## src/hw/rtl/mecc_pkg.sv

```systemverilog
// mecc_pkg: shared widths, constants, payload and control types for the
// edge membership check block. No dependencies.
package mecc_pkg;

    localparam int MAX_NODES_DEF = 1024;
    localparam int MAX_GROUP_DEF = 256;

    localparam int NODE_W     = 10;
    localparam int WEIGHT_W   = 32;
    localparam int ID_W       = 16;
    localparam int NCOUNT_W   = 11;
    // wide enough for any node count limit up to the largest node parameter
    localparam int CMP_W      = 17;
    localparam int RANK_W     = 4;
    localparam int RANK_MAX   = 15;
    localparam int NCOUNT_RST = 1024;

    localparam int PADDR_W = 3;
    localparam int PDATA_W = 32;
    // register index taken from the word address bit
    localparam logic REG_NODE_COUNT = 1'b0;

    typedef enum logic [1:0] {
        OP_CLEAR = 2'd0,
        OP_CHECK = 2'd1,
        OP_JOIN  = 2'd2
    } uf_op_t;

    typedef struct packed {
        logic   start;
        uf_op_t op;
    } uf_cmd_t;

    typedef struct packed {
        logic idle;
        logic done;
        logic differ;
    } uf_stat_t;

    typedef struct packed {
        logic [NODE_W-1:0]   node_a;
        logic [NODE_W-1:0]   node_b;
        logic [WEIGHT_W-1:0] edge_weight;
        logic [ID_W-1:0]     edge_id;
        logic                first_of_graph;
    } in_item_t;

    typedef struct packed {
        logic [ID_W-1:0] result_edge_id;
        logic            in_some_tree;
        logic            weight_order_error;
        logic            group_overflow;
    } out_item_t;

endpackage

```

## src/hw/rtl/mecc_cfg.sv

```systemverilog
// mecc_cfg: APB-style register port holding node_count and the derived
// node limit. Depends on mecc_pkg.
module mecc_cfg #(
    parameter int MAX_NODES = mecc_pkg::MAX_NODES_DEF
) (
    input  logic                          clk,
    input  logic                          rst_n,
    input  logic                          psel,
    input  logic                          penable,
    input  logic                          pwrite,
    input  logic [mecc_pkg::PADDR_W-1:0]  paddr,
    input  logic [mecc_pkg::PDATA_W-1:0]  pwdata,
    output logic [mecc_pkg::PDATA_W-1:0]  prdata,
    output logic                          pready,
    output logic [mecc_pkg::CMP_W-1:0]    node_limit
);

    logic [mecc_pkg::NCOUNT_W-1:0] node_count_reg;
    logic [mecc_pkg::CMP_W-1:0]    nc_ext;
    logic                          wr_en;

    assign pready = 1'b1;
    assign wr_en  = psel && penable && pwrite && (paddr[2] == mecc_pkg::REG_NODE_COUNT);

    always_ff @(posedge clk or negedge rst_n)
    begin
        if (!rst_n)
        begin
            node_count_reg <= mecc_pkg::NCOUNT_W'(mecc_pkg::NCOUNT_RST);
        end
        else if (wr_en)
        begin
            node_count_reg <= pwdata[mecc_pkg::NCOUNT_W-1:0];
        end
    end

    assign prdata = (paddr[2] == mecc_pkg::REG_NODE_COUNT) ?
                    mecc_pkg::PDATA_W'(node_count_reg) : '0;

    // clamp to the forest size, zero acts as one
    always_comb
    begin
        nc_ext = mecc_pkg::CMP_W'(node_count_reg);
        if (nc_ext > mecc_pkg::CMP_W'(MAX_NODES))
        begin
            node_limit = mecc_pkg::CMP_W'(MAX_NODES);
        end
        else if (nc_ext == '0)
        begin
            node_limit = mecc_pkg::CMP_W'(1);
        end
        else
        begin
            node_limit = nc_ext;
        end
    end

endmodule

```

## config.mk

```make
export PLATFORM = sky130hd
export DESIGN_NAME = mecc_cfg
export DESIGN_NICKNAME = d
export VERILOG_FILES = /design/src/hw/rtl/mecc_pkg.sv /design/src/hw/rtl/mecc_cfg.sv
export SDC_FILE = /design/constraint.sdc
export NUM_CORES = 1
export LEC_CHECK = 0
export BUFFER_PORTS_ARGS = -buffer_cell sky130_fd_sc_hd__buf_2
export CORE_ASPECT_RATIO = 1.2
export CORE_MARGIN = 2
export CORE_UTILIZATION = 35
export DETAILED_ROUTE_END_ITERATION = 8
export PLACE_DENSITY = 0.77
export SLEW_MARGIN = 25
export SYNTH_ARGS = -nofsm -noshare
export SYNTH_HDL_FRONTEND = slang
export SYNTH_SLANG_ARGS = --single-unit
export TNS_END_PERCENT = 1
```

## constraint.sdc

```tcl
create_clock -name clk -period 1.2 [get_ports clk]
set_input_delay 0.18 -clock clk [delete_from_list [all_inputs] [get_ports clk]]
set_output_delay 0.18 -clock clk [all_outputs]
set_load 0.005 [all_outputs]
```

== Word level (Yosys, flattened, before mapping) ==
Cells that the tools add are included.

* Bitwise operators: 1
* Reduce and logical (&&, ||, !) cells: 4
* Magnitude comparators: 1
* Mux-type cells: 3

{| class="wikitable"
|+ Operator list
! cell !! number
|-
| 2-to-1 mux 11 bit || 3
|-
| greater-than comparator 11 bit (second input constant) || 1
|-
| logical NOT 11 bit || 1
|-
| logical AND 1 bit || 3
|-
| inverter 1 bit || 1
|}

* Input bits: 40
* Register bits after elaboration: 11
* Output and inout port bits: 50

== Longest topological paths before layout ==
Gate-level depths: netlist of run 1.

* Word-level depth: 3
* Gate-level depth with buffers: 3

== Worst setup path before layout of run 1 ==
Ideal clock, no wire load.

* Path kind: reg-to-output
* From: register node_count_reg[10] in the netlist's numbering
* To: output port node_limit[1] in the netlist's numbering
* Stages on the path, launching flop included: 3
* Data required time: 1.020 ns
* Slack: 0.144 ns
* Path buffers: 1
* Arrival time: 0.876 ns
* Path through: dfstp_2 -> clkbuf_1 -> nor2b_1

* Longest elaborated chain between the ends: 3

{| class="wikitable"
|+ Ends and longest elaborated chain
! item !! RTL line !! RTL
|-
| start: declaration || mecc_cfg.sv:18 || <nowiki>logic [mecc_pkg::NCOUNT_W-1:0] node_count_reg;</nowiki>
|-
| start signal: assignment || mecc_cfg.sv:29 || <nowiki>node_count_reg <= mecc_pkg::NCOUNT_W'(mecc_pkg::NCOUNT_RST);</nowiki>
|-
| start signal: assignment || mecc_cfg.sv:33 || <nowiki>node_count_reg <= pwdata[mecc_pkg::NCOUNT_W-1:0];</nowiki>
|-
| branches (longest 2 deep; another with greater-than comparator 11 bit) || - ||
|-
| 2-to-1 mux 11 bit (*) || mecc_cfg.sv:44 || <nowiki>if (nc_ext > mecc_pkg::CMP_W'(MAX_NODES))</nowiki>
|-
| end: declaration || mecc_cfg.sv:15 || <nowiki>output logic [mecc_pkg::CMP_W-1:0] node_limit</nowiki>
|}

Every way passes the cells marked *.

== Worst setup path after layout of run 1 ==
* From: register node_count_reg[10] in the netlist's numbering
* To: output port node_limit[0] in the netlist's numbering

Same word-level chain as after synthesis.

==> flow_summary.yaml, run 1 <==
setup_path:
  crit_type: "register to primary output"
  endpoint_kind: "primary output"
  cp.arrival_ns: 1.28
  r2r_setup_slack_ns: 0.28
  cp.required_ns: 1.02
  crit_path_start_kind: "register"
  worstPathMaxFanout: 4
logic_synthesis:
  yosysSeqAreaShare: 0.323
  synth_cell_types: 15
  yosys_warnings: 0
  ys_seq_elements: 11
  syn_area_per_cell_um2: 10.4
  syn_area_um2: 856
  syn_inst: 82
drt:
  first_pass_iters: 4
  drt_iter0_markers: 3
  viasPerCell: 4.04
  drc: 0
  wire_per_inst_um: 10.3
  ant_nets: 0
  wirelength_um: 1650
  routed-via-count: 647
floorplan:
  start_util: 0.371
  rows: 19
  die_h_um: 58.2
  coreArea_um2: 2310
  die_x_um: 49.1
  ioPinCount: 90
  die_area_um2: 2860
clock_network:
  cts_made_buffers: 3
  cts_tree: "built"
  clockBufferDepth: 2
  clk_pin_slew_ns: 0.06
  cts_root_buffer: "clkbuf_4"
  cts_num_sinks: 11
  htreeDepth: 1
  clk_latency_ns: 0.26
timing:
  fmax_mhz: 685
  drv_slew: 0
  finalSetupViolCount: 19
  hold-worst-slack_ns: 0.140
  post-route-period-util: 1.22
  post-route-min-period_ns: 1.46
  worst_slack_ns: -0.259
  finalHoldViolCount: 0
  fin_skew_ns: 0
  rsz0062_at_grt: "true"
pwr:
  p_per_area_nw_per_um2: 1290
  totalPowerFinal_mw: 1.44
  leakage_nw: 0.647
  ir_drop_uv: 727
global_routing:
  grt_usage: 0.118
  grt_start_max_net_pins: 12
  gr-total-overflow: 0
  grt_first_pass_wirelength_um: 2500
  grt_antenna_before_repair: 0
  grt_pass1_vias: 578
layout:
  drive_gt1_frac: 0.535
  regArea_um2: 277
  antenna_cells: 0
  layout_common_cells: "38 x buf_2, 28 x conb_1, 15 x nor2b_1"
  syn_to_final_growth_pct: 31.0
  final_nets: 170
  largest_reg_flops: 11
  nFillCells: 242
  multi_input_area_um2: 474
  layout_commonest_cell: "buf_2"
placed_design:
  hpwl_um: 1340
  numPortBuffers: 38
  place.gp.congestion: 0.711
run_status:
  violations: "setup timing"
  status: "finished with violations"
job:
  cap_violations: 0
hold_path:
  hp-class: "input pin to register"
routing by layer:
layer / vias to the layer above / global-route usage / part of all wire
met5: - / 0 / 0
met4: 0 / 0.0735 / 0.024
met3: 4 / 0.0309 / 0.096
met2: 50 / 0.199 / 0.45
met1: 291 / 0.134 / 0.43
li1: 302 / - / -
through the flow:
step / instance area, µm² / setup slack, ns / setup TNS [ns] / util / instances
2_1_floorplan: 953 / 0.144 / 0 / - / 108
5_1_grt: 1120 / -0.316 / -2.46 / 0.486 / 160
4_1_cts: 1080 / -0.278 / -1.60 / 0.469 / 160
3_3_place_gp: 1020 / 0.000808 / 0 / 0.441 / 154
6_report: 1120 / -0.259 / -1.64 / 0.486 / 160
3_5_place_dp: 1020 / -0.0314 / -0.0314 / 0.441 / 154
synth_stat cells:
library cell	number	share of area
mux2_4	10	0.18
dfrtp_1	10	0.29
nor2_1	2	0.0088
clkbuf_1	3	0.013
nand4b_4	1	0.028
dfstp_2	1	0.031
inv_1	1	0.0044
nor2b_1	18	0.13
buf_4	28	0.25
nor4_1	2	0.015
buf_6	1	0.013
a32o_1	1	0.012
mux2_2	1	0.013
and2b_1	1	0.0088
conb_1	2	0.0088
what timing repair did:
action | CTS | global route
hold endpoints to repair | 10 | 0
setup endpoints to repair | 18 | 19
buffers inserted | 1 | 0
pin swaps | 2 | 0
resized for setup | 5 | 8
gates cloned | 0 | 0
hold buffers | 1 | 0
critical path, stage by stage (launching register included):
cell     delay (ns)
dfstp_2        0.58
nor4_2         0.06
a32o_1         0.25
buf_2          0.12
path summary, 6_finish.rpt:
path	from	end	cells past startpoint
worst max-delay path	node_count_reg[10]	node_limit[0]	3
worst max register to register	node_count_reg[3]	node_count_reg[3]	2
worst min-delay path	pwdata[1]	node_count_reg[1]	2
max in group asynchronous	rst_n	node_count_reg[10]	2
min in group asynchronous	rst_n	node_count_reg[8]	2
worst min register to register	node_count_reg[0]	node_count_reg[0]	1
report_power, final:
| group | total, mW | switching [mW] | leakage, nW | internal, mW |
|---|---|---|---|---|
| sequential | 0.549 | 0.0894 | 0.131 | 0.459 |
| combinational | 0.646 | 0.231 | 0.502 | 0.416 |
| clock | 0.249 | 0.120 | 0.0150 | 0.129 |
| total | 1.44 | 0.440 | 0.647 | 1.00 |
cells by family (layout without fill, tap and decap cells):
family	after synthesis	after routing	share of synthesized area
buffers and inverters	33	54	0.276
AND/OR/NAND/NOR	24	24	0.192
multiplexers	11	11	0.189
flip-flops	11	11	0.323
other	2	28	0.00878
AO/OA/AOI/OAI	1	1	0.0117
layout make-up:
type,instances,share of cell area
multi-input combinational,64,0.423
inverter,1,0.00335
tap,31,0.0346
sequential,11,0.247
clock buffer,4,0.0234
timing repair buffer,49,0.269
(Power assumes the default switching activity.)
==> inputs of run 2 (changes only) <==
- BUFFER_PORTS_ARGS: -buffer_cell sky130_fd_sc_hd__buf_2 -> -buffer_cell sky130_fd_sc_hd__clkbuf_2
==> flow_summary.yaml, run 2 (synthesized netlist as in run 1, its figures left out) <==
run_status:
  status: "finished with violations"
  violations: "setup timing"
layout:
  syn_to_final_growth_pct: 32.2
  largest_reg_flops: 11
  drive_gt1_frac: 0.531
  antenna_cells: 0
  nFillCells: 237
  multi_input_area_um2: 477
  layout_common_cells: "37 x clkbuf_2, 28 x conb_1, 16 x nor2b_1"
  regArea_um2: 277
  final_nets: 171
  layoutNonFillerInstCount: 161
  layout_commonest_cell: "clkbuf_2"
  fin_area_um2: 1130
setup_path:
  cp.required_ns: 1.02
  crit_type: "register to primary output"
  cp.arrival_ns: 1.28
  crit_path_start_kind: "register"
  endpoint_kind: "primary output"
  worstPathMaxFanout: 4
drt:
  drt_iter0_markers: 5
  viasPerCell: 4.16
  wire_per_inst_um: 10.5
  drc: 0
  routed-via-count: 670
  ant_nets: 0
  wirelength_um: 1680
  first_pass_iters: 2
placed_design:
  dp.cells: 154
  placed_area_um2: 1020
  hpwl_um: 1340
  numPortBuffers: 38
  place.gp.congestion: 0.716
  pre_cts_slack_ns: -0.00111
global_routing:
  grt_start_max_net_pins: 12
  grt_first_pass_wirelength_um: 2660
  grt_pass1_vias: 604
  grt_usage: 0.123
  gr-total-overflow: 0
  grt_antenna_before_repair: 0
pwr:
  comb_power_share: 0.454
  leakage_nw: 0.650
  ir_drop_uv: 791
  seqPwrFrac: 0.373
  swShare: 0.310
  internal_power_mw: 1.01
  switchingPower_mw: 0.455
  p_per_area_nw_per_um2: 1300
  clkPwrFrac: 0.173
job:
  cap_violations: 0
timing:
  finalSetupViolCount: 19
  post-route-min-period_ns: 1.46
  finalHoldViolCount: 0
  drv_slew: 0
  fmax_mhz: 683
  worst_slack_ns: -0.265
  post-route-period-util: 1.22
  fin_setup_tns_ns: -2.12
  rsz0062_at_grt: "true"
  fin_skew_ns: 0
clock_network:
  cts_tree: "built"
  cts_root_buffer: "clkbuf_4"
  htreeDepth: 1
  clk_latency_ns: 0.27
  clockBufferDepth: 2
  clk_pin_slew_ns: 0.07
  cts_made_buffers: 3
  cts_num_sinks: 11
floorplan:
  coreArea_um2: 2310
  die_x_um: 49.1
  rows: 19
  ioPinCount: 90
  die_h_um: 58.2
  die_area_um2: 2860
  start_util: 0.371
hold_path:
  hp-class: "input pin to register"
## run 2: path summary, 6_finish.rpt
path	to	cells past startpoint	slack [ns]	start
max	node_limit[0]	3	-0.26	node_count_reg[10]
min	node_count_reg[2]	2	0.13	pwdata[2]
max reg2reg	node_count_reg[10]	2	0.28	node_count_reg[10]
min reg2reg	node_count_reg[0]	1	0.55	node_count_reg[0]
max in group asynchronous	node_count_reg[10]	2	0.60	rst_n
min in group asynchronous	node_count_reg[3]	2	0.32	rst_n
## run 2: timing repair
| action | 4_1_cts | 5_1_grt |
|---|---|---|
| hold buffers | 1 | 0 |
| setup buffers | 1 | 1 |
| pin swaps | 2 | 1 |
| hold endpoints to repair | 10 | 0 |
| setup endpoints to repair | 18 | 19 |
| gates resized for setup | 8 | 7 |
| cloned | 0 | 0 |
## run 2: final cells by class
cell class                 instances  area share
clock buffer                       4      0.0232
inverter                           1     0.00332
multi-input combinational         64       0.421
sequential                        11       0.244
tap                               31      0.0343
timing repair buffer              50       0.273
## run 2: power by group through the flow
stage | Combinational, mW | Clock, mW | Sequential, mW
2_1_floorplan | 0.366 | 0 | 0.517
3_3_place_gp | 0.572 | 0 | 0.521
3_5_place_dp | 0.589 | 0 | 0.528
4_1_cts | 0.640 | 0.266 | 0.536
5_1_grt | 0.727 | 0.280 | 0.560
6_report | 0.666 | 0.255 | 0.547
## run 2: metal layers
metal	vias to the layer above	routed length [µm]	global-route usage
li1	303	-	-
met2	50	838	0.218
met5	-	0	0
met4	0	14	0.0612
met3	2	179	0.0232
met1	315	651	0.140
## run 2: through the flow
| stage | hold slack [ns] | util | power (mW) |
|---|---|---|---|
| final | 0.134 | 0.491 | 1.47 |
| after detailed placement | 0.0634 | 0.441 | 1.12 |
| after floorplan | -0.116 | - | 0.883 |
| after global routing | 0.132 | 0.491 | 1.57 |
| after global placement | 0.0555 | 0.441 | 1.09 |
| after CTS | 0.127 | 0.475 | 1.44 |
## run 2: critical path, stage by stage (launching register included)
cell and delay (ns):
dfstp_2 0.58, nor4_4 0.06, a32o_1 0.25, buf_2 0.13
